### src/rtl/core/ftws_pkg.sv
package ftws_pkg;

    // Field widths
    localparam int TS_W = 64;
    localparam int MS_W = 32;

    // Default ring depth and counter frequency after reset
    localparam int          WINDOW_SIZE_DEF = 60;
    localparam logic [31:0] FREQ_RESET      = 32'd10000000;

    // ticks * 1000 fits in 74 bits, shifted up by 16 for Q16.16
    localparam int PROD_W = TS_W + 10;
    localparam int FRAC_W = 16;
    localparam int NUM_W  = PROD_W + FRAC_W;
    localparam int DCNT_W = $clog2(NUM_W);

    // Event kinds
    localparam logic OP_START = 1'b0;
    localparam logic OP_END   = 1'b1;

    // Controller to datapath commands
    typedef struct packed {
        logic start_latch;
        logic end_latch;
        logic mul_first;
        logic div_load_conv;
        logic div_load_mean;
        logic div_step;
        logic ring_write;
        logic scan_issue;
        logic out_load;
    } ftws_cmd_t;

    // Datapath to controller status
    typedef struct packed {
        logic div_last;
        logic scan_last;
    } ftws_status_t;

endpackage

### src/rtl/core/ftws_ctrl.sv
module ftws_ctrl
    import ftws_pkg::*;
(
    input  logic         aclk,
    input  logic         aresetn,
    input  logic         s_valid,
    input  logic         s_op,
    output logic         s_ready,
    output logic         m_valid,
    input  logic         m_ready,
    input  ftws_status_t status,
    output ftws_cmd_t    cmd
);

    typedef enum logic [9:0] {
        ST_IDLE  = 10'b0000000001,
        ST_MUL1  = 10'b0000000010,
        ST_MUL2  = 10'b0000000100,
        ST_CDIV  = 10'b0000001000,
        ST_WRITE = 10'b0000010000,
        ST_SCAN  = 10'b0000100000,
        ST_FLUSH = 10'b0001000000,
        ST_MLOAD = 10'b0010000000,
        ST_MDIV  = 10'b0100000000,
        ST_EMIT  = 10'b1000000000
    } state_t;

    state_t state_reg, state_next;
    logic   m_valid_reg, m_valid_next;
    logic   out_free;

    assign out_free = !m_valid_reg || m_ready;
    assign s_ready  = (state_reg == ST_IDLE);
    assign m_valid  = m_valid_reg;

    // Latch a frame-start word in idle, or sequence a frame-end word through convert, store, scan, mean and emit
    always_comb begin
        state_next = state_reg;
        cmd        = '0;
        case (state_reg)
            ST_IDLE: begin
                if (s_valid) begin
                    if (s_op == OP_END) begin
                        cmd.end_latch = 1'b1;
                        state_next    = ST_MUL1;
                    end else begin
                        cmd.start_latch = 1'b1;
                    end
                end
            end
            ST_MUL1: begin
                cmd.mul_first = 1'b1;
                state_next    = ST_MUL2;
            end
            ST_MUL2: begin
                cmd.div_load_conv = 1'b1;
                state_next        = ST_CDIV;
            end
            ST_CDIV: begin
                cmd.div_step = 1'b1;
                if (status.div_last) begin
                    state_next = ST_WRITE;
                end
            end
            ST_WRITE: begin
                cmd.ring_write = 1'b1;
                state_next     = ST_SCAN;
            end
            ST_SCAN: begin
                cmd.scan_issue = 1'b1;
                if (status.scan_last) begin
                    state_next = ST_FLUSH;
                end
            end
            ST_FLUSH: begin
                state_next = ST_MLOAD;
            end
            ST_MLOAD: begin
                cmd.div_load_mean = 1'b1;
                state_next        = ST_MDIV;
            end
            ST_MDIV: begin
                cmd.div_step = 1'b1;
                if (status.div_last) begin
                    state_next = ST_EMIT;
                end
            end
            ST_EMIT: begin
                if (out_free) begin
                    cmd.out_load = 1'b1;
                    state_next   = ST_IDLE;
                end
            end
            default: begin
                state_next = ST_IDLE;
            end
        endcase
    end

    // Hold the result word until taken
    always_comb begin
        m_valid_next = m_valid_reg;
        if (m_ready) begin
            m_valid_next = 1'b0;
        end
        if (cmd.out_load) begin
            m_valid_next = 1'b1;
        end
    end

    always_ff @(posedge aclk) begin
        if (!aresetn) begin
            state_reg   <= ST_IDLE;
            m_valid_reg <= 1'b0;
        end else begin
            state_reg   <= state_next;
            m_valid_reg <= m_valid_next;
        end
    end

endmodule

### src/rtl/core/ftws_dpath.sv
module ftws_dpath
    import ftws_pkg::*;
#(
    parameter int WINDOW_SIZE = WINDOW_SIZE_DEF
)
(
    input  logic              aclk,
    input  logic              aresetn,
    input  logic              cfg_wr_en,
    input  logic [31:0]       cfg_wr_data,
    input  logic [TS_W-1:0]   s_timestamp,
    input  ftws_cmd_t         cmd,
    output ftws_status_t      status,
    output logic [MS_W-1:0]   m_last_ms,
    output logic [MS_W-1:0]   m_mean_ms,
    output logic [MS_W-1:0]   m_min_ms,
    output logic [MS_W-1:0]   m_max_ms
);

    localparam int AW    = (WINDOW_SIZE > 1) ? $clog2(WINDOW_SIZE) : 1;
    localparam int CW    = $clog2(WINDOW_SIZE + 1);
    localparam int SUM_W = MS_W + CW;

    // Configuration and event registers
    logic [31:0]        freq_reg;
    logic [TS_W-1:0]    start_reg;
    logic [TS_W-1:0]    elapsed_reg;
    logic [PROD_W-1:0]  prod_reg;
    logic [PROD_W-1:0]  prod_ext;

    // Shared restoring divider
    logic [NUM_W-1:0]   num_reg;
    logic [31:0]        divisor_reg;
    logic [31:0]        rem_reg;
    logic [MS_W-1:0]    quo_reg;
    logic               ovf_reg;
    logic [DCNT_W-1:0]  dcnt_reg;
    logic [32:0]        trial;
    logic               trial_ge;

    // Ring and scan
    logic [MS_W-1:0]    ring_mem [WINDOW_SIZE];
    logic [AW-1:0]      slot_reg;
    logic [CW-1:0]      filled_reg;
    logic [AW-1:0]      scan_idx_reg;
    logic [MS_W-1:0]    rd_data_reg;
    logic               acc_en_reg;
    logic [SUM_W-1:0]   sum_reg;
    logic [MS_W-1:0]    min_reg;
    logic [MS_W-1:0]    max_reg;
    logic [MS_W-1:0]    ms_reg;
    logic [MS_W-1:0]    ms_conv;

    // Result payload
    logic [MS_W-1:0]    last_out_reg;
    logic [MS_W-1:0]    mean_out_reg;
    logic [MS_W-1:0]    min_out_reg;
    logic [MS_W-1:0]    max_out_reg;

    assign prod_ext = PROD_W'(elapsed_reg);
    assign trial    = {rem_reg, num_reg[NUM_W-1]};
    assign trial_ge = (trial >= {1'b0, divisor_reg});

    assign status.div_last  = (dcnt_reg == '0);
    assign status.scan_last = (CW'(scan_idx_reg) == filled_reg - CW'(1));

    // Zero frequency gives zero; quotient bits past 32 saturate
    always_comb begin
        if (freq_reg == '0) begin
            ms_conv = '0;
        end else if (ovf_reg) begin
            ms_conv = '1;
        end else begin
            ms_conv = quo_reg;
        end
    end

    // Hold the counter frequency and the latched start stamp
    always_ff @(posedge aclk) begin
        if (!aresetn) begin
            freq_reg  <= FREQ_RESET;
            start_reg <= '0;
        end else begin
            if (cfg_wr_en) begin
                freq_reg <= cfg_wr_data;
            end
            if (cmd.start_latch) begin
                start_reg <= s_timestamp;
            end
        end
    end

    // Elapsed ticks, and the first shift-and-subtract step of times 1000; the divider load finishes it
    always_ff @(posedge aclk) begin
        if (cmd.end_latch) begin
            elapsed_reg <= s_timestamp - start_reg;
        end
        if (cmd.mul_first) begin
            prod_reg <= (prod_ext << 10) - (prod_ext << 4);
        end
    end

    // Load and advance the divider one quotient bit a cycle
    always_ff @(posedge aclk) begin
        if (cmd.div_load_conv) begin
            num_reg     <= {prod_reg - (prod_ext << 3), {FRAC_W{1'b0}}};
            divisor_reg <= freq_reg;
            rem_reg     <= '0;
            quo_reg     <= '0;
            ovf_reg     <= 1'b0;
            dcnt_reg    <= DCNT_W'(NUM_W - 1);
        end else if (cmd.div_load_mean) begin
            num_reg     <= {sum_reg, {(NUM_W - SUM_W){1'b0}}};
            divisor_reg <= 32'(filled_reg);
            rem_reg     <= '0;
            quo_reg     <= '0;
            ovf_reg     <= 1'b0;
            dcnt_reg    <= DCNT_W'(SUM_W - 1);
        end else if (cmd.div_step) begin
            num_reg  <= num_reg << 1;
            rem_reg  <= trial_ge ? 32'(trial - {1'b0, divisor_reg}) : trial[31:0];
            quo_reg  <= {quo_reg[MS_W-2:0], trial_ge};
            ovf_reg  <= ovf_reg | quo_reg[MS_W-1];
            dcnt_reg <= dcnt_reg - DCNT_W'(1);
        end
    end

    // Advance the write slot and fill count
    always_ff @(posedge aclk) begin
        if (!aresetn) begin
            slot_reg   <= '0;
            filled_reg <= '0;
            acc_en_reg <= 1'b0;
        end else begin
            acc_en_reg <= cmd.scan_issue;
            if (cmd.ring_write) begin
                if (32'(slot_reg) >= WINDOW_SIZE - 1) begin
                    slot_reg <= '0;
                end else begin
                    slot_reg <= slot_reg + AW'(1);
                end
                if (32'(filled_reg) < WINDOW_SIZE) begin
                    filled_reg <= filled_reg + CW'(1);
                end
            end
        end
    end

    // Ring memory: write the new frame time, read one slot a cycle
    always_ff @(posedge aclk) begin
        if (cmd.ring_write) begin
            ring_mem[slot_reg] <= ms_conv;
        end
        if (cmd.scan_issue) begin
            rd_data_reg <= ring_mem[scan_idx_reg];
        end
    end

    // Scan the filled slots for sum, minimum and maximum
    always_ff @(posedge aclk) begin
        if (cmd.ring_write) begin
            ms_reg       <= ms_conv;
            min_reg      <= ms_conv;
            max_reg      <= ms_conv;
            sum_reg      <= '0;
            scan_idx_reg <= '0;
        end else begin
            if (cmd.scan_issue) begin
                scan_idx_reg <= scan_idx_reg + AW'(1);
            end
            if (acc_en_reg) begin
                sum_reg <= sum_reg + SUM_W'(rd_data_reg);
                if (rd_data_reg < min_reg) begin
                    min_reg <= rd_data_reg;
                end
                if (rd_data_reg > max_reg) begin
                    max_reg <= rd_data_reg;
                end
            end
        end
    end

    // Load the result word
    always_ff @(posedge aclk) begin
        if (cmd.out_load) begin
            last_out_reg <= ms_reg;
            mean_out_reg <= quo_reg;
            min_out_reg  <= min_reg;
            max_out_reg  <= max_reg;
        end
    end

    assign m_last_ms = last_out_reg;
    assign m_mean_ms = mean_out_reg;
    assign m_min_ms  = min_out_reg;
    assign m_max_ms  = max_out_reg;

endmodule

### src/rtl/core/frame_time_window_stats_unit.sv
// Frame-time window statistics. A frame-start word (op 0) latches its timestamp and
// gives no result. A frame-end word (op 1) converts the ticks since the latched
// start to milliseconds in unsigned Q16.16 using cfg_wr_data's frequency (zero gives 0,
// overflow saturates to all ones), stores it in a ring of the last WINDOW_SIZE frames and
// returns last, mean, minimum and maximum over the filled slots. A frame-end word runs a
// bit-serial divider for the conversion, scans the filled slots through the single ring
// read port at one slot per cycle, and runs the same divider for the mean. One word is
// worked at a time; the next word is taken while the result still waits in its register.
module frame_time_window_stats_unit
    import ftws_pkg::*;
#(
    parameter int WINDOW_SIZE = WINDOW_SIZE_DEF
)
(
    input  logic              aclk,
    input  logic              aresetn,
    input  logic              cfg_wr_en,
    input  logic [31:0]       cfg_wr_data,
    input  logic              s_valid,
    output logic              s_ready,
    input  logic              s_op,
    input  logic [TS_W-1:0]   s_timestamp,
    output logic              m_valid,
    input  logic              m_ready,
    output logic [MS_W-1:0]   m_last_ms,
    output logic [MS_W-1:0]   m_mean_ms,
    output logic [MS_W-1:0]   m_min_ms,
    output logic [MS_W-1:0]   m_max_ms
);

    ftws_cmd_t    cmd;
    ftws_status_t status;

    ftws_ctrl u_ctrl (
        .aclk    (aclk),
        .aresetn (aresetn),
        .s_valid (s_valid),
        .s_op    (s_op),
        .s_ready (s_ready),
        .m_valid (m_valid),
        .m_ready (m_ready),
        .status  (status),
        .cmd     (cmd)
    );

    ftws_dpath #(
        .WINDOW_SIZE (WINDOW_SIZE)
    ) u_dpath (
        .aclk        (aclk),
        .aresetn     (aresetn),
        .cfg_wr_en   (cfg_wr_en),
        .cfg_wr_data (cfg_wr_data),
        .s_timestamp (s_timestamp),
        .cmd         (cmd),
        .status      (status),
        .m_last_ms   (m_last_ms),
        .m_mean_ms   (m_mean_ms),
        .m_min_ms    (m_min_ms),
        .m_max_ms    (m_max_ms)
    );

endmodule

### config.mk
export PLATFORM = sky130hd
export DESIGN_NAME = frame_time_window_stats_unit
export DESIGN_NICKNAME = d
export VERILOG_FILES = /design/src/rtl/core/ftws_pkg.sv /design/src/rtl/core/ftws_ctrl.sv /design/src/rtl/core/ftws_dpath.sv /design/src/rtl/core/frame_time_window_stats_unit.sv
export SDC_FILE = /design/constraint.sdc
export NUM_CORES = 2
export LEC_CHECK = 0
export ABC_CLOCK_PERIOD_IN_PS = 8700
export BUFFER_PORTS_ARGS = -buffer_cell sky130_fd_sc_hd__buf_2
export CAP_MARGIN = 40
export CORE_MARGIN = 3
export CORE_UTILIZATION = 38
export DETAILED_ROUTE_END_ITERATION = 6
export PLACE_DENSITY_LB_ADDON = 0.25
export SLEW_MARGIN = 20
export SYNTH_ARGS = -nofsm -noshare
export SYNTH_HDL_FRONTEND = slang
export SYNTH_HIERARCHICAL = 1
export SYNTH_SLANG_ARGS = --single-unit
### constraint.sdc
create_clock -name aclk -period 8.7 [get_ports aclk]
set_clock_uncertainty 0.05 [all_clocks]
set_input_delay 0.87 -clock aclk [delete_from_list [all_inputs] [get_ports aclk]]
set_output_delay 0.87 -clock aclk [all_outputs]
set_load 0.1 [all_outputs]
==> flow_metrics.env <==
export IMPL_status="finished clean"
export IMPL_fin_setup_tns_ns=0
export IMPL_coreArea_mm2=0.304
export IMPL_max_freq_mhz=226
export IMPL_peakVddDrop_v=0.000159
export IMPL_required_ns=9.19
export IMPL_grt_pass1_vias=67000
export IMPL_ys_seq_area_share_pct=66.2
export IMPL_cp_common_cell="buf_4"
export IMPL_hpwl_um=197000
export IMPL_cts_setup_buffers=0
export IMPL_ant_nets=0
export IMPL_num_vias=66800
export IMPL_rsz0062_at_grt="no"
export IMPL_slowest_delay_ns=0.82
export IMPL_synthCells=7296
export IMPL_cts_sinks=2649
export IMPL_avgSynthCellArea_um2=16.0
export IMPL_nNetsFinal=8048
export IMPL_syn_cell_area_mm2=0.117
export IMPL_rrSetupSlack_ns=4.28
export IMPL_critPathLaunchType="register"
export IMPL_die_w_um=560
export IMPL_post_route_period_util_pct=50.8
export IMPL_synth_async_reset_ratio_pct=0
export IMPL_ys_ff_latch=2649
export IMPL_path_class="reg -> reg"
export IMPL_reg2reg_from="u_ctrl/state_reg[0]"
export IMPL_synth_top_family_by_area="multiplexers"
export IMPL_io_pins=232
export IMPL_cts_made_buffers=289
export IMPL_cts_root_buf="clkbuf_16"
export IMPL_power_per_cell_area_mw_per_mm2=209
export IMPL_wl_per_cell_um=25.9
export IMPL_cp_arrival_ns=4.91
export IMPL_crit_fanout=19
export IMPL_synth_xor_area_share_pct=1.83
export IMPL_crit_path_end="u_dpath/ring_mem[48][18]"
export IMPL_path_cells="or4_1, nor3_1, and4b_4, inv_1, buf_4, nor2_1, nand2_1, nor2_4, buf_4"
export IMPL_cts_resized=0
export IMPL_area_growth_pct=14.1
export IMPL_vias_per_cell=5.59
export IMPL_die_h_um=560
export IMPL_postCtsHoldBufs=0
export IMPL_ys_warn_count=6
export IMPL_yosys_area_share_simple_pct=5.77
export IMPL_layout_commonest_cell="edfxtp_1"
export IMPL_rr_endpoint="u_dpath/ring_mem[48][18]"
export IMPL_synthesis_nets=7720
export IMPL_synth_ff_type="edfxtp_1"
export IMPL_clkLatencyLatePin_ns=0.91
export IMPL_drt_total_wl_um=310000
export IMPL_grt_max_degree=129
export IMPL_total_power_uw=27800
export IMPL_first_pass_iters=5
export IMPL_overflow=0
export IMPL_reg2reg_depth=9
export IMPL_synth_compound_area_share_pct=6.47
export IMPL_fin_crit_ns=4.42
export IMPL_yosysUniqueCellTypes=109
export IMPL_p_leak_uw=0.0396
export IMPL_cts_tree="built"
export IMPL_final_cell_mix="edfxtp_1, mux4_2, nand2_1"
export IMPL_synth_adder_area_share_pct=3.48
export IMPL_drv_cap=0
export IMPL_slew_limit_headroom_pct=27.5
export IMPL_hold_ws_ns=0.178
export IMPL_drc_errors=0
export IMPL_synth_mux_area_share_pct=14.1
export IMPL_cts_buffer_depth=4
export IMPL_finalSetupViolations=0
export IMPL_final_max_slew_violation_count=0
export IMPL_hp_class="in -> reg"
export IMPL_largest_reg_flops=1920
export IMPL_worstSetupEndpointType="register"
export IMPL_slowest_stage="nor2_4"
export IMPL_port_buffers=231
export IMPL_dieArea_mm2=0.314
export IMPL_synth_edff_count=2413
export IMPL_hold_violations=0
export IMPL_antenna_found_initial=22
export IMPL_cts_htree_levels=5
export IMPL_drive_gt1_share_pct=20.5
export IMPL_start_util_pct=38.3
export IMPL_grt_pass1_wl_um=455000
export IMPL_tightestPinTransition_ns=1.09
export IMPL_clk_pin_slew_ns=0.06
export IMPL_drtIter0Drc=7118
export IMPL_num_rows=202
export IMPL_gp_congestion=0.880
export IMPL_crit_path_start="u_ctrl/state_reg[0]"
export IMPL_track_usage_pct=19.3
==> critical path: cells and delay by family, from the launching register on <==
family / cells / cell delay [ns]
buffers and inverters: 3 / 0.67
and+or+nand+nor: 6 / 3.00
DFF: 1 / 0.35
==> metrics by stage <==
stage | instance area [um^2] | setup WS, ns | util (%) | cells
final | 133000 | 4.28 | 43.8 | 12000
after floorplan | 117000 | 1.71 | - | 7296
after detailed placement | 124000 | 4.15 | 40.7 | 11400
after global routing | 133000 | 3.98 | 43.7 | 11900
after global placement | 123000 | 4.15 | 40.6 | 11400
after CTS | 133000 | 4.15 | 43.7 | 11900
==> cell families (layout without fill, tap and decap cells) <==
kind of cell,count (synthesis),count (layout)
multiplexers,878,878
XOR/XNOR,244,244
AO/OA/AOI/OAI,1166,1166
flip-flops,2649,2649
buffers and inverters,669,1229
adder cells (fa/ha/maj),322,322
AND/OR/NAND/NOR,1368,1368
other,0,15
==> layout make-up <==
| cell class | count | area [um^2] |
|---|---|---|
| fill | 26800 | 171000 |
| sequential | 2649 | 77200 |
| multi-input combinational | 3978 | 37700 |
| clock buffer | 372 | 7700 |
| tap | 4080 | 5100 |
| timing repair buffer | 393 | 2780 |
| clock inverter | 151 | 1480 |
| inverter | 313 | 1180 |
| antenna | 15 | 37.5 |
==> worst min-delay path by stage <==
stage	start	to	slack, ns	depth (start not counted)
after global placement	u_dpath/ms_reg[28]	u_dpath/m_last_ms[28]	0.35	0
after floorplan	u_dpath/ms_reg[0]	u_dpath/m_last_ms[0]	0.35	0
final	cfg_wr_data[15]	u_dpath/freq_reg[15]	0.18	3
after global routing	cfg_wr_data[15]	u_dpath/freq_reg[15]	0.14	3
after CTS	cfg_wr_data[15]	u_dpath/freq_reg[15]	0.11	3
after detailed placement	u_dpath/ms_reg[24]	u_dpath/m_last_ms[24]	0.35	0
==> layer usage <==
layer,vias to the layer above,global-route usage [%],wire length (um)
met3,353,3.06,20800
met4,2,5.04,7960
met2,2229,30.4,144000
li1,29300,-,-
met5,-,0,13
met1,34900,27.9,137000
==> Yosys cell counts (136+ instances only) <==
cell type / instances / area, um^2
a21o_1: 165 / 1240
a21oi_1: 332 / 1660
clkbuf_1: 273 / 1020
dfxtp_1: 236 / 4720
edfxtp_1: 2413 / 72500
ha_1: 318 / 3980
inv_1: 311 / 1170
mux2i_1: 223 / 2230
mux4_2: 608 / 13700
nand2_1: 335 / 1260
nor2_1: 380 / 1430
nor2b_1: 136 / 851
o21ai_0: 279 / 1400
xnor2_1: 151 / 1320
==> where the power goes <==
part           internal [uW]  switching [uW]
Sequential             13900            73.7
Clock                   6770            5110
Combinational            782            1220
No activity file was read; power rests on OpenSTA's default activity.
